$ cat src/rtl/core/mnet_pkg.sv
// Shared types, constants and register codes for the MIDI note event tracker.
package mnet_pkg;

  localparam int NUM_TRACKS      = 3;
  localparam int NUM_DRUM_VOICES = 4;
  localparam int NOTE_COUNT      = 128;
  localparam int NOTE_W          = 7;
  localparam int CH_W            = 5;
  localparam int DRUM_IDX_W      = 2;
  localparam int DRUM_BASE_NOTE  = 48;
  localparam int OUT_COUNT_W     = 32;
  localparam int COUNT_WIDTH_DEF = 32;
  localparam int ADDR_W          = 5;
  localparam int DATA_W          = 32;

  localparam logic [3:0] KIND_NOTE_OFF = 4'h8;
  localparam logic [3:0] KIND_NOTE_ON  = 4'h9;

  localparam logic [CH_W-1:0] DRUM_CH_RESET = 5'd10;
  localparam logic [7:0]      NO_NOTE       = 8'hFF;

  typedef enum logic [2:0] {
    REG_DRUM_CH0 = 3'd0,
    REG_DRUM_CH1 = 3'd1,
    REG_DRUM_CH2 = 3'd2,
    REG_DRUM_CH3 = 3'd3,
    REG_MEL_CH1  = 3'd4,
    REG_MEL_CH2  = 3'd5,
    REG_MEL_CH3  = 3'd6
  } reg_idx_t;

  typedef struct packed {
    logic [NUM_DRUM_VOICES-1:0][CH_W-1:0] drum_ch;
    logic [NUM_TRACKS-1:0][CH_W-1:0]      mel_ch;
  } cfg_t;

  typedef struct packed {
    logic              set;
    logic              clr;
    logic [NOTE_W-1:0] note;
  } lane_cmd_t;

endpackage

$ cat src/rtl/core/midi_note_event_tracker_unit.sv
// Top level of the MIDI note event tracker: input stage, drum logic, tracks, result stage.
//
//   channel | direction | handshake          | payload
//   in      | into      | in_valid/in_stall   | status_byte, note_number, velocity
//   out     | out of    | out_valid/out_stall | drum and track results
//   cfg     | into      | APB psel/penable    | channel registers 0..6 at 4*i
//
// An input beat is registered, then decoded and applied to the bitmaps and counters while
// the result register loads the result beat. One beat per cycle is sustained while the
// output does not stall; the 128-bit highest-note encoder sets the cycle time.
// Reset clears all bitmaps and counters at once and loads the default channels.
// A stall on the output holds the result register and then backs up into in_stall.
module midi_note_event_tracker_unit #(
  parameter int COUNT_WIDTH = mnet_pkg::COUNT_WIDTH_DEF
) (
  input  logic                        clk,
  input  logic                        rst,
  input  logic                        psel,
  input  logic                        penable,
  input  logic                        pwrite,
  input  logic [mnet_pkg::ADDR_W-1:0] paddr,
  input  logic [mnet_pkg::DATA_W-1:0] pwdata,
  output logic [mnet_pkg::DATA_W-1:0] prdata,
  output logic                        pready,
  input  logic                        in_valid,
  output logic                        in_stall,
  input  logic [7:0]                  status_byte,
  input  logic [6:0]                  note_number,
  input  logic [6:0]                  velocity,
  output logic                        out_valid,
  input  logic                        out_stall,
  output logic                        drum_hit,
  output logic [1:0]                  drum_voice,
  output logic [31:0]                 drum_voice_count,
  output logic [31:0]                 drum_total_count,
  output logic [2:0]                  track_note_on_mask,
  output logic signed [7:0]           highest_note_1,
  output logic signed [7:0]           highest_note_2,
  output logic signed [7:0]           highest_note_3,
  output logic [31:0]                 note_on_count_1,
  output logic [31:0]                 note_on_count_2,
  output logic [31:0]                 note_on_count_3
);
  import mnet_pkg::*;

  cfg_t cfg;

  // Input stage.
  logic              s1_valid;
  logic [7:0]        s1_status;
  logic [NOTE_W-1:0] s1_note;
  logic [NOTE_W-1:0] s1_vel;
  logic              advance;
  logic              in_take;

  // Decode.
  logic [CH_W-1:0] ch;
  logic            is_on;
  logic            is_off;
  logic [NUM_DRUM_VOICES-1:0] drum_match;
  logic            hit;
  logic [DRUM_IDX_W-1:0] voice;

  // Counters.
  logic [NUM_DRUM_VOICES-1:0][COUNT_WIDTH-1:0] drum_cnt;
  logic [COUNT_WIDTH-1:0] voice_cnt_next;
  logic [COUNT_WIDTH-1:0] total_cnt;
  logic [COUNT_WIDTH-1:0] total_cnt_next;

  lane_cmd_t [NUM_TRACKS-1:0]             lane_cmd;
  logic [NUM_TRACKS-1:0][7:0]             lane_high;
  logic [NUM_TRACKS-1:0][COUNT_WIDTH-1:0] lane_cnt;
  logic [NUM_TRACKS-1:0]                  on_mask;

  mnet_cfg_regs u_cfg (
    .clk     (clk),
    .rst     (rst),
    .psel    (psel),
    .penable (penable),
    .pwrite  (pwrite),
    .paddr   (paddr),
    .pwdata  (pwdata),
    .prdata  (prdata),
    .pready  (pready),
    .cfg     (cfg)
  );

  assign advance  = s1_valid && (!out_valid || !out_stall);
  assign in_stall = s1_valid && !advance;
  assign in_take  = in_valid && !in_stall;

  always_ff @(posedge clk) begin
    if (rst) begin
      s1_valid <= 1'b0;
    end else if (in_take) begin
      s1_valid <= 1'b1;
    end else if (advance) begin
      s1_valid <= 1'b0;
    end
  end

  always_ff @(posedge clk) begin
    if (in_take) begin
      s1_status <= status_byte;
      s1_note   <= note_number;
      s1_vel    <= velocity;
    end
  end

  assign ch     = {1'b0, s1_status[3:0]} + 1'b1;
  assign is_on  = (s1_status[7:4] == KIND_NOTE_ON) && (s1_vel != '0);
  assign is_off = (s1_status[7:4] == KIND_NOTE_OFF) ||
                  ((s1_status[7:4] == KIND_NOTE_ON) && (s1_vel == '0));

  always_comb begin
    for (int v = 0; v < NUM_DRUM_VOICES; v++) begin
      drum_match[v] = is_on && (ch == cfg.drum_ch[v]) &&
                      (s1_note == NOTE_W'(DRUM_BASE_NOTE + 2 * v));
    end
  end

  // The lowest matching voice wins.
  always_comb begin
    voice = '0;
    for (int v = NUM_DRUM_VOICES - 1; v >= 0; v--) begin
      if (drum_match[v]) begin
        voice = DRUM_IDX_W'(v);
      end
    end
  end

  assign hit            = |drum_match;
  assign voice_cnt_next = drum_cnt[voice] + 1'b1;
  assign total_cnt_next = hit ? total_cnt + 1'b1 : total_cnt;

  always_ff @(posedge clk) begin
    if (rst) begin
      drum_cnt  <= '0;
      total_cnt <= '0;
    end else if (advance && hit) begin
      drum_cnt[voice] <= voice_cnt_next;
      total_cnt       <= total_cnt_next;
    end
  end

  for (genvar t = 0; t < NUM_TRACKS; t++) begin : g_lane
    logic chan_match;
    assign chan_match       = advance && !hit && (ch == cfg.mel_ch[t]);
    assign lane_cmd[t].set  = chan_match && is_on;
    assign lane_cmd[t].clr  = chan_match && is_off;
    assign lane_cmd[t].note = s1_note;
    assign on_mask[t]       = lane_cmd[t].set;

    mnet_track_lane #(
      .COUNT_WIDTH (COUNT_WIDTH)
    ) u_lane (
      .clk          (clk),
      .rst          (rst),
      .cmd          (lane_cmd[t]),
      .highest_next (lane_high[t]),
      .count_next   (lane_cnt[t])
    );
  end

  // Result stage.
  always_ff @(posedge clk) begin
    if (rst) begin
      out_valid <= 1'b0;
    end else if (advance) begin
      out_valid <= 1'b1;
    end else if (!out_stall) begin
      out_valid <= 1'b0;
    end
  end

  always_ff @(posedge clk) begin
    if (advance) begin
      drum_hit           <= hit;
      drum_voice         <= voice;
      drum_voice_count   <= hit ? OUT_COUNT_W'(voice_cnt_next) : '0;
      drum_total_count   <= OUT_COUNT_W'(total_cnt_next);
      track_note_on_mask <= on_mask;
      highest_note_1     <= lane_high[0];
      highest_note_2     <= lane_high[1];
      highest_note_3     <= lane_high[2];
      note_on_count_1    <= OUT_COUNT_W'(lane_cnt[0]);
      note_on_count_2    <= OUT_COUNT_W'(lane_cnt[1]);
      note_on_count_3    <= OUT_COUNT_W'(lane_cnt[2]);
    end
  end

  a_hit_excludes_tracks: assert property (@(posedge clk) disable iff (rst)
    out_valid |-> !(drum_hit && (track_note_on_mask != '0)))
    else $error("drum hit reported together with a track note-on");

  a_no_hit_zero: assert property (@(posedge clk) disable iff (rst)
    (out_valid && !drum_hit) |-> (drum_voice == '0 && drum_voice_count == '0))
    else $error("voice fields nonzero without a drum hit");

  a_total_steps: assert property (@(posedge clk) disable iff (rst)
    (advance && hit) |=> (total_cnt == $past(total_cnt) + 1'b1))
    else $error("drum total did not step on a hit");

  a_stall_needs_item: assert property (@(posedge clk) disable iff (rst)
    in_stall |-> (s1_valid && out_valid && out_stall))
    else $error("input stalled without a blocked item");

  a_result_loaded: assert property (@(posedge clk) disable iff (rst)
    advance |=> out_valid)
    else $error("result register not loaded after advance");

endmodule

$ cat src/rtl/core/mnet_cfg_regs.sv
// APB register file holding the drum and melodic channel assignments.
module mnet_cfg_regs (
  input  logic                        clk,
  input  logic                        rst,
  input  logic                        psel,
  input  logic                        penable,
  input  logic                        pwrite,
  input  logic [mnet_pkg::ADDR_W-1:0] paddr,
  input  logic [mnet_pkg::DATA_W-1:0] pwdata,
  output logic [mnet_pkg::DATA_W-1:0] prdata,
  output logic                        pready,
  output mnet_pkg::cfg_t              cfg
);
  import mnet_pkg::*;

  logic     wr_en;
  reg_idx_t idx;
  logic [CH_W-1:0] rd_val;

  assign pready = 1'b1;
  assign wr_en  = psel && penable && pwrite;
  assign idx    = reg_idx_t'(paddr[ADDR_W-1:2]);

  always_ff @(posedge clk) begin
    if (rst) begin
      for (int v = 0; v < NUM_DRUM_VOICES; v++) begin
        cfg.drum_ch[v] <= DRUM_CH_RESET;
      end
      for (int t = 0; t < NUM_TRACKS; t++) begin
        cfg.mel_ch[t] <= CH_W'(t + 2);
      end
    end else if (wr_en) begin
      case (idx)
        REG_DRUM_CH0: cfg.drum_ch[0] <= pwdata[CH_W-1:0];
        REG_DRUM_CH1: cfg.drum_ch[1] <= pwdata[CH_W-1:0];
        REG_DRUM_CH2: cfg.drum_ch[2] <= pwdata[CH_W-1:0];
        REG_DRUM_CH3: cfg.drum_ch[3] <= pwdata[CH_W-1:0];
        REG_MEL_CH1:  cfg.mel_ch[0]  <= pwdata[CH_W-1:0];
        REG_MEL_CH2:  cfg.mel_ch[1]  <= pwdata[CH_W-1:0];
        REG_MEL_CH3:  cfg.mel_ch[2]  <= pwdata[CH_W-1:0];
        default: ;
      endcase
    end
  end

  always_comb begin
    case (idx)
      REG_DRUM_CH0: rd_val = cfg.drum_ch[0];
      REG_DRUM_CH1: rd_val = cfg.drum_ch[1];
      REG_DRUM_CH2: rd_val = cfg.drum_ch[2];
      REG_DRUM_CH3: rd_val = cfg.drum_ch[3];
      REG_MEL_CH1:  rd_val = cfg.mel_ch[0];
      REG_MEL_CH2:  rd_val = cfg.mel_ch[1];
      REG_MEL_CH3:  rd_val = cfg.mel_ch[2];
      default:      rd_val = '0;
    endcase
  end

  assign prdata = {{(DATA_W-CH_W){1'b0}}, rd_val};

endmodule

$ cat src/rtl/core/mnet_track_lane.sv
// One melodic track: held-note bitmap, note-on counter and highest-note encoder.
module mnet_track_lane #(
  parameter int COUNT_WIDTH = mnet_pkg::COUNT_WIDTH_DEF
) (
  input  logic                   clk,
  input  logic                   rst,
  input  mnet_pkg::lane_cmd_t    cmd,
  output logic [7:0]             highest_next,
  output logic [COUNT_WIDTH-1:0] count_next
);
  import mnet_pkg::*;

  logic [NOTE_COUNT-1:0]  bits;
  logic [NOTE_COUNT-1:0]  bits_next;
  logic [COUNT_WIDTH-1:0] count;
  logic [NOTE_W-1:0]      top_idx;
  logic [63:0] w6;
  logic [31:0] w5;
  logic [15:0] w4;
  logic [7:0]  w3;
  logic [3:0]  w2;
  logic        w1;

  always_comb begin
    bits_next = bits;
    if (cmd.set) begin
      bits_next[cmd.note] = 1'b1;
    end else if (cmd.clr) begin
      bits_next[cmd.note] = 1'b0;
    end
  end

  assign count_next = cmd.set ? count + 1'b1 : count;

  // Binary search for the highest set bit, one index bit per level.
  always_comb begin
    top_idx[6] = |bits_next[127:64];
    w6 = top_idx[6] ? bits_next[127:64] : bits_next[63:0];
    top_idx[5] = |w6[63:32];
    w5 = top_idx[5] ? w6[63:32] : w6[31:0];
    top_idx[4] = |w5[31:16];
    w4 = top_idx[4] ? w5[31:16] : w5[15:0];
    top_idx[3] = |w4[15:8];
    w3 = top_idx[3] ? w4[15:8] : w4[7:0];
    top_idx[2] = |w3[7:4];
    w2 = top_idx[2] ? w3[7:4] : w3[3:0];
    top_idx[1] = |w2[3:2];
    w1 = top_idx[1] ? w2[3] : w2[1];
    top_idx[0] = w1;
  end

  assign highest_next = (|bits_next) ? {1'b0, top_idx} : NO_NOTE;

  always_ff @(posedge clk) begin
    if (rst) begin
      bits  <= '0;
      count <= '0;
    end else begin
      bits  <= bits_next;
      count <= count_next;
    end
  end

endmodule

$ cat config.mk
export PLATFORM = sky130hd
export DESIGN_NAME = midi_note_event_tracker_unit
export DESIGN_NICKNAME = d
export VERILOG_FILES = /design/src/rtl/core/mnet_pkg.sv /design/src/rtl/core/midi_note_event_tracker_unit.sv /design/src/rtl/core/mnet_cfg_regs.sv /design/src/rtl/core/mnet_track_lane.sv
export SDC_FILE = /design/constraint.sdc
export NUM_CORES = 2
export LEC_CHECK = 0
export BUFFER_PORTS_ARGS = -buffer_cell sky130_fd_sc_hd__buf_2
export CAP_MARGIN = 20
export CORE_UTILIZATION = 30
export DETAILED_ROUTE_END_ITERATION = 8
export HOLD_SLACK_MARGIN = 0.02
export PLACE_DENSITY = 0.46
export SYNTH_ARGS = -nofsm -noshare
export SYNTH_HDL_FRONTEND = slang
export SYNTH_HIERARCHICAL = 1
export SYNTH_SLANG_ARGS = --single-unit
$ cat constraint.sdc
create_clock -name clk -period 7.1 [get_ports clk]
set_clock_uncertainty 0.2 [all_clocks]
set_input_delay 1.42 -clock clk [delete_from_list [all_inputs] [get_ports clk]]
set_output_delay 1.42 -clock clk [all_outputs]
set_load 0.1 [all_outputs]
# Word-level counts from Yosys, hierarchy flattened
# Index checks and enable logic that the tools add are counted.
[word_totals]
ff_bits = 889
input_bits = 66
output_inout_bits = 225
[op_classes]
add_sub_neg = 6
n_lt_le_gt_ge = 4
eq_ne = 20
mux = 47
bitwise = 7
reduce_logical = 68
[ops]
columns = ["op", "n"]
rows = [
  ["$mux W128", 6],
  ["$and A128 B128 Y128", 3],
  ["$or A128 B128 Y128", 3],
  ["$reduce_or A128 Y1", 3],
  ["$mux W32", 9],
  ["$mux W64", 3],
  ["$reduce_or A64 Y1", 3],
  ["$add A32 B1 Y32 const B", 5],
  ["$bwmux W128", 1],
  ["$not A128 Y128", 1],
  ["$reduce_or A32 Y1", 3],
  ["$bmux W32 S2", 1],
  ["$demux W32 S2", 1],
  ["$mux W16", 3],
  ["$mux W8", 6],
  ["$reduce_or A16 Y1", 3],
  ["$eq A5 B5 Y1", 7],
  ["$pmux W5 S7", 1],
  ["$eq A7 B6 Y1 const B", 4],
  ["$logic_and A1 B1 Y1", 28],
  ["$reduce_or A8 Y1", 3],
  ["$reduce_or A4 Y1", 4],
  ["$reduce_and A2 Y1", 7],
  ["$mux W4", 3],
  ["other kinds (20)", 41],
]

# Depth between registers and ports, before layout
[depth]
word_depth = 24
mapped_depth = 33
ltp_nobuf = 23

# Modules after synthesis
# The synthesis kept the hierarchy.
[modules_own_cells]
columns = ["mod", "instances", "cells_per_inst", "area_per_inst_um2", "seq_area_each_um2"]
rows = [
  ["mnet_track_lane at g_lane[0].u_lane ...", 2, 1062, 8538.2, 3203.1],
  ["midi_note_event_tracker_unit", 1, 1441, 15986.6, 9609.2],
  ["mnet_track_lane at g_lane[2].u_lane", 1, 1041, 8287.9, 3203.1],
  ["mnet_cfg_regs", 1, 202, 1944.4, 700.7],
]

# Least setup slack after synthesis
# No wires, ideal clock.
[synth_path]
path_type = "input-to-reg"
startpoint = "input port out_stall"
endpoint = "register drum_cnt[20] (netlist bit)"
setup_time_ns = 0.091
t_arrival_ns = 7.333
path_slack_ns = -0.524
cell_stages = 8
path_buffers = 1
path_cell_list = "nand2_1 > nand2_1 > inv_1 > nand2_1 > a21oi_2 > clkbuf_1 > nor2_1 > a311oi_1"
[synth_via]
elab_chain_len = 4
[synth_lines]
columns = ["item", "line_no", "text"]
rows = [
  ["start, declared", "midi_note_event_tracker_unit.sv:31", "input logic out_stall,"],
  ["$logic_not A1 Y1", "--", ""],
  ["$logic_or A1 B1 Y1", "midi_note_event_tracker_unit.sv:88", "assign advance = s1_valid && (!out_valid || !out_stall);"],
  ["$logic_and A1 B1 Y1", "midi_note_event_tracker_unit.sv:88", ""],
  ["named net advance", "midi_note_event_tracker_unit.sv:53", "logic advance;"],
  ["$logic_and A1 B1 Y1", "midi_note_event_tracker_unit.sv:140", "end else if (advance && hit) begin"],
  ["end signal, assigned by index", "midi_note_event_tracker_unit.sv:141", "drum_cnt[voice] <= voice_cnt_next;"],
  ["end, declared", "midi_note_event_tracker_unit.sv:65", "logic [NUM_DRUM_VOICES-1:0][COUNT_WIDTH-1:0] drum_cnt;"],
]
# The timed path passes the listed nets, and every way through them passes these cells.
# A chain may end at the register's enable or synchronous reset.

==> results.md <==
- Along the worst hold path, the cell count comes to 2.
- Of the total power, registers draw 0.434.
- The synthesized design spends more area on one cell type than any other, namely sky130_fd_sc_hd__dfxtp_1.
- The most used flip-flop cell after synthesis is sky130_fd_sc_hd__dfxtp_1.
- For this run, asynchronously set or reset flops after synthesis account for 0.
- The share of total power dissipated in the clock network is 0.495.
- The post-placement cell area is approximately 0.050 sq mm.
- The run finished with clean final reports.
- The number of sinks handled by clock tree synthesis is a little under 900.
- The completed layout was analyzed and its total power is approximately 12 mW.
- The measured slew at the worst slew-check pin is roughly 1100 ps.
- The least setup slack across all paths after layout is about 240 ps.
- STA classifies the critical path endpoint as a register.
- Dividing the final minimum period by the clock period gives 0.9656.
- Cell internal power was estimated by the tool at 8.992 mW.
- The source of the critical timing path is s1_status[0].
- The layout filler cell count is roughly 15000.
- The slowest stage of the critical path belongs to the cell sky130_fd_sc_hd__or4_4.
- The number of warnings printed during yosys synthesis is 6.
- Across the run, the number of max-cap violations was 0.
- The relative slew slack is 0.2821.
- In this run the clock root is driven by a sky130_fd_sc_hd__clkbuf_16.
- For this run, the share of the core covered by cells in the final layout is 0.3769.
- The placement row count is ~140.
- The kind of path behind the tightest hold check is register to register.
- The analysis attributes to cell leakage a power of 20.49 nW.
- The power density of the placed cells is 224.3 mW/mm^2.
- In this run the standard cell core region covers 0.1435 sq mm.
- The number of nets in the layout is about 5500.
- The number of endpoints with negative hold slack in the final report is 0.
- The maximum buffer depth of the clock tree is 3.
- The worst slack at placement is -342.1 ps.
- The fraction of layout instances using a drive strength above 1 is 0.2071.
- The die covers about 0.15 sq mm.
- The I/O pin count is 291.
- Buffers inserted during clock tree synthesis total approximately 110.
- The clock transition at the registers of the reported paths is roughly 60 ps.
- For this run the aggregate overflow at the end of global routing stands at 0.
- The cell area after synthesis is about 0.043 sq mm.
- The startpoint kind of the worst setup timing path is a register.
- The synthesized area per cell is roughly 9.0 sq um.
- The chip height is ~380 um.
- Counting stages on the worst path, the most repeated cell is sky130_fd_sc_hd__buf_4.
- The achievable frequency is 145.9 MHz.
- The routed wire length is 161.7 mm.
- CTS built an H-tree with a depth of 3.
- The critical path arrival is roughly 7100 ps.
- The number of antenna violations at the first check in global routing is 14.
- The count of endpoints failing setup in the final report is 0.
- The worst setup path is of the register to register kind.
- For the worst flop-to-flop path, the logic depth is 29.
- The die is ~380 um wide.
- The final weighted congestion of routability-driven global placement is just over 0.9.
- By area the synthesized netlist is led by sky130_fd_sc_hd__dfxtp_1 31%, sky130_fd_sc_hd__edfxtp_1 15%, sky130_fd_sc_hd__o21ai_0 7.4%, sky130_fd_sc_hd__nor2b_1 4.8%, sky130_fd_sc_hd__nor2_1 3.2%.
- The via-per-instance ratio is around 5.3.
- The wire length of the first global-routing pass is 240.7 mm.
- The synthesized design contains between 800 and 900 register bits.
- The total of buffers placed on input and output ports is between 200 and 250.
- The worst path required time is 7380 ps.
- IR analysis of the VDD net gives a maximum drop of ~180 uV.
- The largest incremental delay on the critical path is around 540 ps.
- The post-detailed-route count of antenna-violating nets is 0.
- The post-synthesis to final-layout area growth is 24.90%.
- Yosys mapped a number of flops with a built-in enable equal to about 210.
- In the global route stage, overall resource usage came out at 0.2136.
- The via count of the first global-routing pass was between 30000 and 40000.
- Detailed placement finished with a half-perimeter wire length of between 100 and 150 mm.
- The clock tree from TritonCTS is yes.
- Entering global routing, the biggest net connects about 150 pins.
- The count of final max-slew check failures is 0.
- Ranked by instance count, the synthesized netlist is headed by 677 x sky130_fd_sc_hd__dfxtp_1, 639 x sky130_fd_sc_hd__o21ai_0, 371 x sky130_fd_sc_hd__nor2_1, 335 x sky130_fd_sc_hd__nor2b_1, 313 x sky130_fd_sc_hd__nand2_1.
- The number of cells produced by synthesis is a little under 5000.
- Summing all non-filler instances in the final layout gives an area of approximately 0.054 sq mm.
- Summed over all nets, the switching power comes to about 3.1 mW.
- The origin of the worst min-delay path is drum_cnt[65].
- The detailed router finished its first iteration with approximately 3200 violations.
- The average wire per cell in the routed design is about 22 um.
- The clock latency of the later-clocked register in the worst-skew pair is 750 ps.
- The minimum hold slack is 247.6 ps.
- Yosys instantiated no cell more often than sky130_fd_sc_hd__dfxtp_1.
- Counting I/O delays and the setup requirement, the final critical path takes just under 7000 ps.
- The post-synthesis sequential area ratio is 0.4601.
- The initial utilization of the core area, before any placement, comes to 0.3017.
- The fraction of power spent switching nets is 0.2586.
- The length of the first detailed-routing pass in iterations is 6.
- The number of unique standard cell types used by synthesis is between 100 and 150.
- The proportion of power drawn by combinational gates is 0.072.
- The fraction of synthesized cell area taken by the top area cell type is 0.3130.
- The biggest fanout along the worst timing path is 14.
- The total DRC errors in the routed layout is 0.
- The reg-to-reg critical path startpoint is s1_status[0].
- The total number of vias is 39250.
## logic make-up (layout without fill, tap and decap cells)
family,count (synthesis),in the layout,synth area share
adder cells (fa/ha/maj),6,6,0.001734
buffers and inverters,435,1081,0.04583
flip-flops,889,889,0.4601
multiplexers,62,62,0.01451
AO/OA/AOI/OAI,1453,1453,0.2100
AND/OR/NAND/NOR,1755,1755,0.2257
XOR/XNOR,206,206,0.04199
other,2,33,0.0001735
## sequential cells by signal (all words and copies together) (netlist names), 7 cells and up
register and count:
drum_cnt 128, drum_total_count 32, drum_voice_count 32, g_lane.u_lane/bits 384
g_lane.u_lane/count 96, highest_note_1 8, highest_note_2 8, highest_note_3 8
note_on_count_1 32, note_on_count_2 32, note_on_count_3 32, s1_note 7
s1_status 8, s1_vel 7, total_cnt 32, u_cfg/cfg 35
## cell usage in the layout (no fill, tap or decap), drive strengths merged, types with 32 or more instances in the layout
cell,count
o311ai,32
nor4,69
buf,836
nand4,66
nand2b,51
nand3,94
xor2,99
mux2i,56
a21boi,39
dfxtp,677
nand2,315
a21oi,233
or4,40
nor3,99
nor2b,335
nor2,372
o21a,73
o21ai,689
clkbuf,146
inv,47
o2111ai,46
and3,67
a211oi,91
xnor2,106
edfxtp,212
## critical path: cells and delay by family, from the launching register on
kind                     cells  cell delay (ps)
XOR/XNOR                     1              140
buffers and inverters        7             1010
AND/OR/NAND/NOR             12             2700
AO/OA/AOI/OAI                8             1810
adder cells (fa/ha/maj)      1              280
flip-flops                   1              430
## layout make-up
| class | count | area (sq um) | share of cell area |
|---|---|---|---|
| Antenna cell | 5 | 12.51 | 0.0002314 |
| Sequential cell | 889 | 19920 | 0.3684 |
| Inverter | 44 | 168.9 | 0.003124 |
| Multi-Input combinational cell | 3510 | 21790 | 0.4030 |
| Clock buffer | 146 | 3045 | 0.05632 |
| Clock inverter | 55 | 812.0 | 0.01502 |
| Timing Repair Buffer | 836 | 5943 | 0.1099 |
| Tap cell | 1903 | 2381 | 0.04403 |
## path summary, 6_finish.rpt
path                             to  slack (ps)
setup / recovery  highest_note_2[1]         240
hold / removal         drum_cnt[65]         250
setup reg to reg  highest_note_2[1]         240
hold reg to reg        drum_cnt[65]         250
## what timing repair did
action,CTS,global route
resized for setup,3,82
buffers inserted,0,15
cloned,0,1
hold endpoints to repair,0,0
hold buffers,0,0
endpoints found under the setup margin,5,11
pin swaps,0,14
## power by group through the flow
stage          clock [mW]  sequential (mW)  combinational (mW)
2_1_floorplan           0             5.74               0.320
3_3_place_gp            0             5.37               0.864
3_5_place_dp            0             5.37               0.865
4_1_cts              6.17             5.26               0.867
5_1_grt              6.35             5.26               0.900
6_report             6.00             5.26               0.869
## routing by layer
metal  up-vias  GRT usage  routed length (um)
li1      18730          -                   -
met1     19120     0.3085               76900
met2      1167     0.3296               71710
met3       226    0.03244                9783
met4        10    0.05422                3257
met5         -          0                  59
## through the flow
stage	instances	TNS (ps)
after floorplan	4834	0
after global placement	7165	-979.1
after detailed placement	7165	-883.9
after CTS	7366	0
after global routing	7385	-18.39
final	7388	0
Power figures use the tool's default switching activity.
